### src/rtl/scacc_pkg.sv
// Package for the serial correlation accumulator: widths, state and
// product codes, and the command struct between controller and datapath.
// No dependencies.
`default_nettype none

package scacc_pkg;

    localparam int COUNT_BITS    = 32;
    localparam int FRACTION_BITS = 30;

    localparam int BYTE_BITS  = 8;
    localparam int SUM_BITS   = COUNT_BITS + BYTE_BITS;
    localparam int SQ_BITS    = COUNT_BITS + 2 * BYTE_BITS;
    localparam int DIGITS     = (SUM_BITS + BYTE_BITS - 1) / BYTE_BITS;
    localparam int OPB_BITS   = DIGITS * BYTE_BITS;
    localparam int PP_BITS    = SQ_BITS + BYTE_BITS;
    localparam int PROD_BITS  = COUNT_BITS + SQ_BITS;
    localparam int REM_BITS   = PROD_BITS + 1;
    localparam int Q_BITS     = FRACTION_BITS + 2;
    localparam int SAT_BITS   = (Q_BITS > 33) ? Q_BITS : 33;
    localparam int DIV_STEPS  = FRACTION_BITS + 1;
    localparam int OUT_BITS   = 32;

    localparam int DIG_CNT_BITS = (DIGITS > 1) ? $clog2(DIGITS) : 1;
    localparam int DIV_CNT_BITS = $clog2(DIV_STEPS);

    localparam logic [DIG_CNT_BITS-1:0] DIG_LAST = DIG_CNT_BITS'(DIGITS - 1);
    localparam logic [DIV_CNT_BITS-1:0] DIV_LAST = DIV_CNT_BITS'(DIV_STEPS - 1);

    typedef enum logic [3:0] {
        ST_ACC,
        ST_WRAP,
        ST_MUL,
        ST_DEN,
        ST_NUM,
        ST_PRE,
        ST_FIX,
        ST_DIV,
        ST_DONE
    } t_state;

    typedef enum logic [1:0] {
        PR_SQR,
        PR_NQ,
        PR_NC
    } t_prod;

    typedef struct packed {
        logic                    acc;
        logic                    wrap;
        logic                    mul;
        t_prod                   psel;
        logic [DIG_CNT_BITS-1:0] dig;
        logic                    den;
        logic                    num;
        logic                    pre;
        logic                    fix;
        logic                    div;
        logic                    load;
        logic                    clr;
    } t_cmd;

endpackage

`default_nettype wire

### src/rtl/scacc_in_if.sv
// Input channel: one byte per transaction with its end-of-block mark.
// No dependencies.
`default_nettype none

interface scacc_in_if;
    logic       valid;
    logic       ready;
    logic [7:0] data_byte;
    logic       last_byte;

    modport source (output valid, output data_byte, output last_byte, input ready);
    modport sink   (input valid, input data_byte, input last_byte, output ready);
endinterface

`default_nettype wire

### src/rtl/scacc_out_if.sv
// Output channel: one correlation result per transaction with its flags.
// No dependencies.
`default_nettype none

interface scacc_out_if;
    logic               valid;
    logic               ready;
    logic signed [31:0] correlation;
    logic               undefined;
    logic               overflowed;

    modport source (output valid, output correlation, output undefined,
                    output overflowed, input ready);
    modport sink   (input valid, input correlation, input undefined,
                    input overflowed, output ready);
endinterface

`default_nettype wire

### src/rtl/scacc_ctrl.sv
// Controller state machine: sequences accumulation, products, division
// and result hand-off. Depends on scacc_pkg.
`default_nettype none

module scacc_ctrl (
    input  wire logic             i_clk,
    input  wire logic             i_rst_n,
    input  wire logic             i_in_valid,
    input  wire logic             i_in_last,
    input  wire logic             i_out_ready,
    input  wire logic             i_undef,
    output logic                  o_in_ready,
    output logic                  o_out_valid,
    output scacc_pkg::t_cmd       o_cmd
);

    scacc_pkg::t_state                        r_state, n_state;
    scacc_pkg::t_prod                         r_psel, n_psel;
    logic [scacc_pkg::DIG_CNT_BITS-1:0]       r_dig, n_dig;
    logic [scacc_pkg::DIV_CNT_BITS-1:0]       r_div, n_div;
    logic                                     r_out_valid, n_out_valid;

    always_ff @(posedge i_clk) begin
        if (!i_rst_n) begin
            r_state     <= scacc_pkg::ST_ACC;
            r_psel      <= scacc_pkg::PR_SQR;
            r_dig       <= '0;
            r_div       <= '0;
            r_out_valid <= 1'b0;
        end else begin
            r_state     <= n_state;
            r_psel      <= n_psel;
            r_dig       <= n_dig;
            r_div       <= n_div;
            r_out_valid <= n_out_valid;
        end
    end

    always_comb begin
        n_state = r_state;
        n_psel  = r_psel;
        n_dig   = r_dig;
        n_div   = r_div;
        case (r_state)
            scacc_pkg::ST_ACC: begin
                if (i_in_valid && i_in_last) begin
                    n_state = scacc_pkg::ST_WRAP;
                end
            end
            scacc_pkg::ST_WRAP: begin
                n_state = scacc_pkg::ST_MUL;
                n_psel  = scacc_pkg::PR_SQR;
                n_dig   = '0;
            end
            scacc_pkg::ST_MUL: begin
                if (r_dig == scacc_pkg::DIG_LAST) begin
                    n_dig = '0;
                    case (r_psel)
                        scacc_pkg::PR_SQR: n_psel = scacc_pkg::PR_NQ;
                        scacc_pkg::PR_NQ:  n_psel = scacc_pkg::PR_NC;
                        default:           n_state = scacc_pkg::ST_DEN;
                    endcase
                end else begin
                    n_dig = r_dig + 1'b1;
                end
            end
            scacc_pkg::ST_DEN: n_state = scacc_pkg::ST_NUM;
            scacc_pkg::ST_NUM: begin
                n_state = i_undef ? scacc_pkg::ST_DONE : scacc_pkg::ST_PRE;
            end
            scacc_pkg::ST_PRE: n_state = scacc_pkg::ST_FIX;
            scacc_pkg::ST_FIX: begin
                n_state = scacc_pkg::ST_DIV;
                n_div   = '0;
            end
            scacc_pkg::ST_DIV: begin
                if (r_div == scacc_pkg::DIV_LAST) begin
                    n_state = scacc_pkg::ST_DONE;
                end else begin
                    n_div = r_div + 1'b1;
                end
            end
            scacc_pkg::ST_DONE: begin
                if (!r_out_valid || i_out_ready) begin
                    n_state = scacc_pkg::ST_ACC;
                end
            end
            default: n_state = scacc_pkg::ST_ACC;
        endcase
    end

    always_comb begin
        o_cmd      = '0;
        o_cmd.psel = r_psel;
        o_cmd.dig  = r_dig;
        o_in_ready = 1'b0;
        case (r_state)
            scacc_pkg::ST_ACC: begin
                o_in_ready = 1'b1;
                o_cmd.acc  = i_in_valid;
            end
            scacc_pkg::ST_WRAP: o_cmd.wrap = 1'b1;
            scacc_pkg::ST_MUL:  o_cmd.mul  = 1'b1;
            scacc_pkg::ST_DEN:  o_cmd.den  = 1'b1;
            scacc_pkg::ST_NUM:  o_cmd.num  = 1'b1;
            scacc_pkg::ST_PRE:  o_cmd.pre  = 1'b1;
            scacc_pkg::ST_FIX:  o_cmd.fix  = 1'b1;
            scacc_pkg::ST_DIV:  o_cmd.div  = 1'b1;
            scacc_pkg::ST_DONE: begin
                o_cmd.load = !r_out_valid || i_out_ready;
                o_cmd.clr  = !r_out_valid || i_out_ready;
            end
            default: o_in_ready = 1'b0;
        endcase
    end

    assign n_out_valid = o_cmd.load || (r_out_valid && !i_out_ready);
    assign o_out_valid = r_out_valid;

    a_load_free: assert property (@(posedge i_clk) disable iff (!i_rst_n)
        o_cmd.load |-> (!r_out_valid || i_out_ready))
        else $error("result loaded over an untaken result");

    a_last_stalls: assert property (@(posedge i_clk) disable iff (!i_rst_n)
        (i_in_valid && o_in_ready && i_in_last) |=> !o_in_ready)
        else $error("input taken while a result is being computed");

    a_dig_range: assert property (@(posedge i_clk) disable iff (!i_rst_n)
        (r_state == scacc_pkg::ST_MUL) |-> (r_dig <= scacc_pkg::DIG_LAST))
        else $error("multiplier digit index out of range");

    a_valid_src: assert property (@(posedge i_clk) disable iff (!i_rst_n)
        $rose(r_out_valid) |-> $past(r_state == scacc_pkg::ST_DONE))
        else $error("result valid raised outside hand-off");

endmodule

`default_nettype wire

### src/rtl/scacc_dp.sv
// Datapath: running sums, byte-serial shared multiplier, restoring divider
// and rounding into the output register. Depends on scacc_pkg.
`default_nettype none

module scacc_dp (
    input  wire logic                   i_clk,
    input  wire logic                   i_rst_n,
    input  wire scacc_pkg::t_cmd        i_cmd,
    input  wire logic [7:0]             i_data_byte,
    output logic                        o_undef,
    output logic signed [31:0]          o_correlation,
    output logic                        o_undefined,
    output logic                        o_overflowed
);

    localparam int SB = scacc_pkg::SUM_BITS;
    localparam int QB = scacc_pkg::SQ_BITS;
    localparam int PB = scacc_pkg::PROD_BITS;
    localparam int RB = scacc_pkg::REM_BITS;
    localparam int NB = scacc_pkg::Q_BITS;
    localparam int TB = scacc_pkg::SAT_BITS;
    localparam int CB = scacc_pkg::COUNT_BITS;
    localparam int BB = scacc_pkg::BYTE_BITS;

    localparam logic [TB-1:0] NEG_LIMIT = {{(TB-32){1'b0}}, 32'h8000_0000};
    localparam logic [TB-1:0] POS_LIMIT = {{(TB-32){1'b0}}, 32'h7FFF_FFFF};

    logic [CB-1:0]  r_count;
    logic [7:0]     r_first;
    logic [7:0]     r_prev;
    logic [SB-1:0]  r_sum;
    logic [QB-1:0]  r_sq;
    logic [QB-1:0]  r_cross;
    logic           r_drop;
    logic [PB-1:0]  r_s2, r_nq, r_nc;
    logic [PB-1:0]  r_den;
    logic [RB-1:0]  r_rem;
    logic [NB-1:0]  r_q;
    logic           r_neg;
    logic           r_undef;

    logic [QB-1:0]                 w_opa;
    logic [scacc_pkg::OPB_BITS-1:0] w_opb;
    logic [7:0]                    w_digit;
    logic [scacc_pkg::PP_BITS-1:0] w_pp;
    logic [PB-1:0]                 w_pp_sh;
    logic [PB-1:0]                 w_target;
    logic [RB-1:0]                 w_den_x;
    logic [RB-1:0]                 w_rem2;
    logic [NB:0]                   w_qp1;
    logic [TB-1:0]                 w_m;
    logic [31:0]                   w_mag;
    logic [31:0]                   w_res;

    always_comb begin
        case (i_cmd.psel)
            scacc_pkg::PR_SQR: begin
                w_opa    = QB'(r_sum);
                w_opb    = scacc_pkg::OPB_BITS'(r_sum);
                w_target = r_s2;
            end
            scacc_pkg::PR_NQ: begin
                w_opa    = r_sq;
                w_opb    = scacc_pkg::OPB_BITS'(r_count);
                w_target = r_nq;
            end
            default: begin
                w_opa    = r_cross;
                w_opb    = scacc_pkg::OPB_BITS'(r_count);
                w_target = r_nc;
            end
        endcase
        w_digit = w_opb[i_cmd.dig * BB +: BB];
        w_pp    = w_opa * w_digit;
        w_pp_sh = PB'(w_pp) << (i_cmd.dig * BB);
    end

    assign w_den_x = {1'b0, r_den};
    assign w_rem2  = {r_rem[RB-2:0], 1'b0};
    assign w_qp1   = {1'b0, r_q} + 1'b1;
    assign w_m     = TB'(w_qp1[NB:1]);

    always_comb begin
        if (r_neg) begin
            w_mag = (w_m > NEG_LIMIT) ? NEG_LIMIT[31:0] : w_m[31:0];
            w_res = 32'(-w_mag);
        end else begin
            w_mag = (w_m > POS_LIMIT) ? POS_LIMIT[31:0] : w_m[31:0];
            w_res = w_mag;
        end
    end

    always_ff @(posedge i_clk) begin
        if (!i_rst_n || i_cmd.clr) begin
            r_count <= '0;
            r_first <= '0;
            r_prev  <= '0;
            r_sum   <= '0;
            r_sq    <= '0;
            r_cross <= '0;
            r_drop  <= 1'b0;
        end else if (i_cmd.acc) begin
            if (r_count != {CB{1'b1}}) begin
                if (r_count == '0) begin
                    r_first <= i_data_byte;
                end else begin
                    r_cross <= r_cross + QB'(16'(r_prev) * 16'(i_data_byte));
                end
                r_sum   <= r_sum + SB'(i_data_byte);
                r_sq    <= r_sq + QB'(16'(i_data_byte) * 16'(i_data_byte));
                r_prev  <= i_data_byte;
                r_count <= r_count + 1'b1;
            end else begin
                r_drop <= 1'b1;
            end
        end else if (i_cmd.wrap) begin
            r_cross <= r_cross + QB'(16'(r_prev) * 16'(r_first));
        end
    end

    always_ff @(posedge i_clk) begin
        if (i_cmd.mul) begin
            case (i_cmd.psel)
                scacc_pkg::PR_SQR: r_s2 <= (i_cmd.dig == '0) ? w_pp_sh : w_target + w_pp_sh;
                scacc_pkg::PR_NQ:  r_nq <= (i_cmd.dig == '0) ? w_pp_sh : w_target + w_pp_sh;
                default:           r_nc <= (i_cmd.dig == '0) ? w_pp_sh : w_target + w_pp_sh;
            endcase
        end
        if (i_cmd.den) begin
            r_undef <= (r_count < CB'(2)) || (r_nq <= r_s2);
            r_den   <= r_nq - r_s2;
        end
        if (i_cmd.num) begin
            if (r_nc >= r_s2) begin
                r_rem <= {1'b0, r_nc - r_s2};
                r_neg <= 1'b0;
            end else begin
                r_rem <= {1'b0, r_s2 - r_nc};
                r_neg <= 1'b1;
            end
        end
        if (i_cmd.pre) begin
            if (r_rem >= w_den_x) begin
                r_rem <= r_rem - w_den_x;
                r_q   <= NB'(1);
            end else begin
                r_q   <= '0;
            end
        end
        if (i_cmd.fix) begin
            if (r_rem >= w_den_x) begin
                r_rem <= w_den_x - 1'b1;
            end
        end
        if (i_cmd.div) begin
            if (w_rem2 >= w_den_x) begin
                r_rem <= w_rem2 - w_den_x;
                r_q   <= {r_q[NB-2:0], 1'b1};
            end else begin
                r_rem <= w_rem2;
                r_q   <= {r_q[NB-2:0], 1'b0};
            end
        end
        if (i_cmd.load) begin
            o_correlation <= r_undef ? '0 : w_res;
            o_undefined   <= r_undef;
            o_overflowed  <= r_drop;
        end
    end

    assign o_undef = r_undef;

endmodule

`default_nettype wire

### src/rtl/serial_correlation_accumulator.sv
// Lag-1 circular serial correlation over a block of bytes. Takes one byte
// transaction per cycle while accumulating. After the byte marked last the
// input stalls while a byte-serial multiplier forms S*S, n*Q and n*C and a
// restoring divider produces one quotient bit per cycle; the divider is skipped
// when the result is undefined. The result waits in an output register, and
// the input is taken again as soon as it is loaded.
// Depends on scacc_pkg, scacc_in_if, scacc_out_if, scacc_ctrl, scacc_dp.
`default_nettype none

module serial_correlation_accumulator (
    input  wire logic   i_clk,
    input  wire logic   i_rst_n,
    scacc_in_if.sink    i_in,
    scacc_out_if.source o_out
);

    scacc_pkg::t_cmd w_cmd;
    logic            w_undef;

    scacc_ctrl u_ctrl (
        .i_clk       (i_clk),
        .i_rst_n     (i_rst_n),
        .i_in_valid  (i_in.valid),
        .i_in_last   (i_in.last_byte),
        .i_out_ready (o_out.ready),
        .i_undef     (w_undef),
        .o_in_ready  (i_in.ready),
        .o_out_valid (o_out.valid),
        .o_cmd       (w_cmd)
    );

    scacc_dp u_dp (
        .i_clk         (i_clk),
        .i_rst_n       (i_rst_n),
        .i_cmd         (w_cmd),
        .i_data_byte   (i_in.data_byte),
        .o_undef       (w_undef),
        .o_correlation (o_out.correlation),
        .o_undefined   (o_out.undefined),
        .o_overflowed  (o_out.overflowed)
    );

endmodule

`default_nettype wire

### src/flat_wrapper.sv
// flat-port wrapper written by rule: the top's interface ports become plain ports
module serial_correlation_accumulator_flat 
  (i_clk, i_rst_n, i_in_valid, i_in_data_byte, i_in_last_byte, i_in_ready, o_out_valid, o_out_correlation, o_out_undefined, o_out_overflowed, o_out_ready);
  scacc_in_if i_in_i ();
  scacc_out_if o_out_i ();
  input  wire logic i_clk;
  input  wire logic i_rst_n;
  input wire logic [$bits(i_in_i.valid)-1:0] i_in_valid;
  input wire logic [$bits(i_in_i.data_byte)-1:0] i_in_data_byte;
  input wire logic [$bits(i_in_i.last_byte)-1:0] i_in_last_byte;
  output wire logic [$bits(i_in_i.ready)-1:0] i_in_ready;
  output wire logic [$bits(o_out_i.valid)-1:0] o_out_valid;
  output wire logic [$bits(o_out_i.correlation)-1:0] o_out_correlation;
  output wire logic [$bits(o_out_i.undefined)-1:0] o_out_undefined;
  output wire logic [$bits(o_out_i.overflowed)-1:0] o_out_overflowed;
  input wire logic [$bits(o_out_i.ready)-1:0] o_out_ready;
  assign i_in_i.valid = i_in_valid;
  assign i_in_i.data_byte = i_in_data_byte;
  assign i_in_i.last_byte = i_in_last_byte;
  assign i_in_ready = i_in_i.ready;
  assign o_out_valid = o_out_i.valid;
  assign o_out_correlation = o_out_i.correlation;
  assign o_out_undefined = o_out_i.undefined;
  assign o_out_overflowed = o_out_i.overflowed;
  assign o_out_i.ready = o_out_ready;
  serial_correlation_accumulator u_core (.i_clk(i_clk), .i_rst_n(i_rst_n), .i_in(i_in_i), .o_out(o_out_i));
endmodule
### config.mk
export PLATFORM = sky130hd
export DESIGN_NAME = serial_correlation_accumulator_flat
export DESIGN_NICKNAME = d
export VERILOG_FILES = /design/src/rtl/scacc_pkg.sv /design/src/rtl/scacc_in_if.sv /design/src/rtl/scacc_out_if.sv /design/src/rtl/scacc_ctrl.sv /design/src/rtl/scacc_dp.sv /design/src/rtl/serial_correlation_accumulator.sv /design/src/flat_wrapper.sv
export SDC_FILE = /design/constraint.sdc
export NUM_CORES = 2
export LEC_CHECK = 0
export BUFFER_PORTS_ARGS = -buffer_cell sky130_fd_sc_hd__buf_2
export CORE_MARGIN = 5
export CORE_UTILIZATION = 57
export DETAILED_ROUTE_END_ITERATION = 8
export PLACE_DENSITY = 0.78
export SLEW_MARGIN = 20
export SYNTH_ARGS = -nofsm -noshare
export SYNTH_HDL_FRONTEND = slang
export SYNTH_SLANG_ARGS = --single-unit
### constraint.sdc
create_clock -name i_clk -period 11.4 [get_ports i_clk]
set_clock_uncertainty 0.15 [all_clocks]
set_input_delay 2.28 -clock i_clk [delete_from_list [all_inputs] [get_ports i_clk]]
set_output_delay 2.28 -clock i_clk [all_outputs]
set_load 0.03 [all_outputs]
==> Word level (Yosys, flattened, before mapping) <==
Cells that the tools add are included.
{ "totals": {"reg_bits": 669} }
{ "classes": {"n_eq_ne": 21, "bitwise_logic": 2, "mux": 48, "multipliers": 4, "order_cmp": 7, "addsub": 16, "shift": 2, "n_reduce_logical": 28} }
{ "op_table": {"columns": ["operator", "n"], "rows": [
  ["$mux W81", 7],
  ["$sub A80 B80 Y80", 3],
  ["$mux W48", 4],
  ["$ge A81 B80 Y1", 2],
  ["$sub A81 B80 Y81", 2],
  ["$mux W32", 5],
  ["$mux W80", 2],
  ["$pmux W80 S2", 1],
  ["$add A48 B16 Y48", 3],
  ["$pmux W48 S2", 1],
  ["$sub A80 B1 Y81 const B", 1],
  ["$add A80 B80 Y80", 1],
  ["$ge A80 B80 Y1", 1],
  ["$le A80 B80 Y1", 1],
  ["$shl A56 B6 Y80", 1],
  ["$mul A48 B8 Y56", 1],
  ["$mul A8 B8 Y16", 3],
  ["$add A40 B8 Y40", 1],
  ["$mux W40", 1],
  ["$shiftx A40 B7 Y8", 1],
  ["$pmux W4 S9", 1],
  ["$add A32 B1 Y33 const B", 1],
  ["$add A32 B1 Y32 const B", 1],
  ["$gt A32 B31 Y1 const B", 1],
  ["36 further kinds", 82]
]} }

==> Logic depth before layout (Yosys ltp) <==
{ "depth": {"ltp_word": 8, "depth_mapped": 48, "mapped_depth_nobuf": 41} }

==> Modules after synthesis <==
Synthesis repeated with hierarchy kept, for this count alone.
{ "unflattened": {"hier_cells": 10515, "area_unflattened_um2": 83341.2} }
{ "modules_own_cells": {"columns": ["module", "n_inst", "cells_per_inst", "area_each_um2"], "rows": [
  ["scacc_dp", 1, 10406, 82367.7],
  ["scacc_ctrl", 1, 109, 973.4]
]} }

==> Worst setup path before layout <==
Ideal clock, no wire load.
{ "synth_path": {"kind": "register to register", "from": "register u_core.u_ctrl.r_psel[0]", "to": "register u_core.u_dp.r_nc[78] (data pin)", "slack_ns": 0.775, "setup_time_ns": 0.186, "t_arrival_ns": 10.290, "required_time_ns": 11.064, "path_stages_with_launch": 40, "path_cell_list": "dfxtp_1 > clkbuf_1 > or2_2 > clkbuf_1 > clkbuf_1 > clkbuf_1 > a21oi_1 > o22ai_1 > clkbuf_1 > clkbuf_1 > nor2_1 > fa_1 > fa_1 > fa_1 > inv_1 > fa_1 > inv_1 > ha_1 > (+4 left out) > or3_1 > o211ai_1 > a211oi_1 > a21o_1 > o2111ai_1 > or3b_2 > mux2_2 > o21ai_1 > mux2i_1 > ha_1 > and2_1 > nand3_1 > or3_1 > o21ai_0 > a31oi_1 > or4b_2 > o31a_1 > o221ai_1"} }
{ "synth_between": {"elab_chain_len": 7} }
{ "synth_rtl": {"columns": ["item", "line_no", "rtl"], "rows": [
  ["start, declared", "scacc_ctrl.sv:18", "scacc_pkg::t_prod r_psel, n_psel;"],
  ["start signal, assigned", "scacc_ctrl.sv:26", "r_psel <= scacc_pkg::PR_SQR;"],
  ["start signal, assigned", "scacc_ctrl.sv:32", "r_psel <= n_psel;"],
  ["$logic_not A2 Y1", "scacc_dp.sv:56", "case (i_cmd.psel)"],
  ["$mux W40", "scacc_dp.sv:56", null],
  ["$shiftx A40 B7 Y8", "scacc_dp.sv:73", "w_digit = w_opb[i_cmd.dig * BB +: BB];"],
  ["$mul A48 B8 Y56", "scacc_dp.sv:74", "w_pp = w_opa * w_digit;"],
  ["$shl A56 B6 Y80", "scacc_dp.sv:75", "w_pp_sh = PB'(w_pp) << (i_cmd.dig * BB);"],
  ["$add A80 B80 Y80", "scacc_dp.sv:126", "default: r_nc <= (i_cmd.dig == '0) ? w_pp_sh : w_target + w_pp_sh;"],
  ["$mux W80 *", "scacc_dp.sv:126", null],
  ["end signal, assigned", "scacc_dp.sv:126", null],
  ["end, declared", "scacc_dp.sv:35", "logic [PB-1:0] r_s2, r_nq, r_nc;"]
]} }
Every way passes the cells marked *; elsewhere a longest branch is shown, timed or not.
A chain may end at the register's enable or synchronous reset.

==> Worst setup path after layout <==
{ "layout_path": {"from": "register u_core.u_ctrl.r_psel[1]", "to": "register u_core.u_dp.r_nc[72] (data pin)"} }
The elaborated chain is that of the path after synthesis.

==> out/qor.yml <==
status:
  outcome: "finished clean"
yosys:
  yosysMostFrequentCell: "nor2_1"
  synth_cells: 10700
  synth_flop_cell: "edfxtp_1"
  async_flop_share: 0
  yosys_warnings: 0
  ys_seq_elements: 669
  syn_area_per_cell_um2: 7.87
  synth_top_area_cell: "edfxtp_1"
  synthTopCellsByCount: "nor2_1 (1,071), a21oi_1 (998), inv_1 (956)"
  synth_cell_types: 104
  synth_area_leaders: "edfxtp_1 (14%), ha_1 (10%), fa_1 (10%)"
  netlist.area_leader.share: 0.139
  syn_area_um2: 83900
  synth_edf_count: 388
  synth_seq_area_share: 0.206
  synth.net_count: 11800
clocking:
  clk_pin_slew_ps: 70
  cts.sink_count: 669
  htree_levels: 3
  root_buffer: "clkbuf_16"
  cts_tree: "done"
  insertion_delay_ps: 740
  cts_buffers: 80
  clk_path_buf_depth: 3
global_routing:
  grt_pass1_wl_um: 480000
  antenna_found_initial: 9
  grt_max_degree: 102
  grt_pass1_vias: 78700
  track_usage: 0.395
  overflow: 0
placement:
  portBuffers: 48
  gp_congestion: 1.03
  place_hpwl_um: 258000
worst_setup_path:
  critical-path-slowest-cell: "fa_1"
  cp-start-kind: "register"
  cp-end-kind: "register"
  cp.arrival_ps: 11400
  worstPathMaxFanout: 14
  rr_worst_depth: 37
  critPathRequiredTime_ps: 11800
  slowest_delay_ps: 570
  worstSetupPathType: "reg -> reg"
  crit_path_frequent_cell: "fa_1"
timing:
  worst_pin_slew_ps: 1230
  final-setup-viol-count: 0
  setup_tns_ps: 0
  post-route-period-util: 0.965
  finalCriticalPeriod_ps: 11000
  drv_slew: 0
  slew_headroom: 0.174
  max_freq_ghz: 0.0909
  hold_viol: 0
hold_path:
  min_path_cells: 0
  min_path_type: "reg -> reg"
route:
  wl_um: 318000
  post-route-drc-count: 0
  vias_per_cell: 6.63
  vias: 82600
  ant_nets: 0
  first_pass_iters: 7
  drtIter0Drc: 10200
  wl_per_cell_um: 25.6
power:
  peakVddDrop_uv: 151
  p_leak_nw: 37.8
  power_w: 0.0190
  powerDensity_nw_per_um2: 213
die:
  pin_count: 49
  rows: 140
  die_h_um: 394
  die_area_um2: 155000
  initial_utilization: 0.575
  core_area_um2: 146000
  die_x_um: 394
run:
  cap_violations: 0
final_layout:
  syn2layout_area_growth_pct: 6.33
  final_nets: 11600
  drive_gt1_frac: 0.0592
  fillers: 12900
[critical path: cells and delay by family, from the launching register on]
family	cells	cell delay, ps
flip-flops	1	360
AO/OA/AOI/OAI	12	3200
XOR/XNOR	1	200
adder cells (fa/ha/maj)	6	2940
AND/OR/NAND/NOR	12	2430
buffers and inverters	3	410
multiplexers	3	1080
[cell families after synthesis]
| logic type | Yosys count | synth area share |
|---|---|---|
| AOI/OAI and AO/OA | 3059 | 0.230 |
| buffers and inverters | 1501 | 0.0682 |
| muxes | 267 | 0.0341 |
| and+or+nand+nor | 3405 | 0.191 |
| xor gates and xnor gates | 639 | 0.0667 |
| DFF | 669 | 0.206 |
| adders and majority gates | 1116 | 0.204 |
[what timing repair did]
action	in CTS	in global routing
setup endpoints to repair	12	96
hold buffers	0	0
setup buffers	0	7
pin swaps	0	7
gates resized for setup	3	31
[where the power goes]
group	switching, W	internal, W	leakage, nW
clock	0.00117	0.00150	1.29
combinational	0.00830	0.00434	30.6
sequential	0.000564	0.00316	5.87
total	0.0100	0.00899	37.8
[per-stage QoR]
| stage | setup slack (ps) | utilization | area [um^2] | hold WS [ps] | instances |
|---|---|---|---|---|---|
| after floorplan | 775 | - | 83900 | 259 | 10700 |
| after global placement | 111 | 0.591 | 86300 | 267 | 12300 |
| after CTS | 93.6 | 0.610 | 89000 | 292 | 12400 |
| after detailed placement | -69.8 | 0.591 | 86300 | 277 | 12300 |
| after global routing | -36.4 | 0.611 | 89200 | 303 | 12400 |
| final | 395 | 0.611 | 89200 | 290 | 12500 |
[cell type report]
type                    instances  area, um^2  area share
clock buffers                  99        2130      0.0239
diodes                          8        20.0    0.000224
clock inverters                49         579     0.00649
flip-flops and latches        669       17300       0.194
well taps                    1917        2400      0.0269
multi-input cells            8486       61200       0.687
repair buffers                268        1940      0.0218
inverters                     958        3600      0.0403
[cells in the final DEF, fill, tap and decap left out, drive strengths merged, types with 321 or more instances in the layout]
| cell type | instances |
|---|---|
| ha | 694 |
| fa | 422 |
| nand2 | 949 |
| a21o | 321 |
| inv | 966 |
| edfxtp | 388 |
| nor2 | 1078 |
| a21oi | 1001 |
| o21ai | 645 |
| xnor2 | 428 |
[flip-flops by register name, summed over array words and instances (netlist names), 40 cells and up]
name / cells
u_core.u_dp.r_rem: 81
u_core.u_dp.r_den: 80
u_core.u_dp.r_nc: 80
u_core.u_dp.r_nq: 80
u_core.u_dp.r_s2: 80
u_core.u_dp.r_cross: 48
u_core.u_dp.r_sq: 48
u_core.u_dp.r_sum: 40
[path summary, 6_finish.rpt]
path	startpoint	to	slack, ps
setup reg to reg	u_core.u_ctrl.r_psel[1]$_SDFFE_PN0P_	u_core.u_dp.r_nc[72]$_DFFE_PP_	400
hold reg to reg	u_core.u_dp.r_drop$_SDFFE_PP0P_	u_core.u_dp.o_overflowed$_DFFE_PP_	290
setup / recovery	u_core.u_ctrl.r_psel[1]$_SDFFE_PN0P_	u_core.u_dp.r_nc[72]$_DFFE_PP_	400
hold / removal	u_core.u_dp.r_drop$_SDFFE_PP0P_	u_core.u_dp.o_overflowed$_DFFE_PP_	290
[layer usage]
metal / wire (um) / GRT usage / vias to the layer above
met5: 0 / 0 / -
li1: - / - / 37300
met2: 135000 / 0.598 / 4843
met4: 19600 / 0.200 / 0
met1: 130000 / 0.537 / 39600
met3: 34000 / 0.0811 / 872
Note: power is estimated with default switching activity, not from simulation.
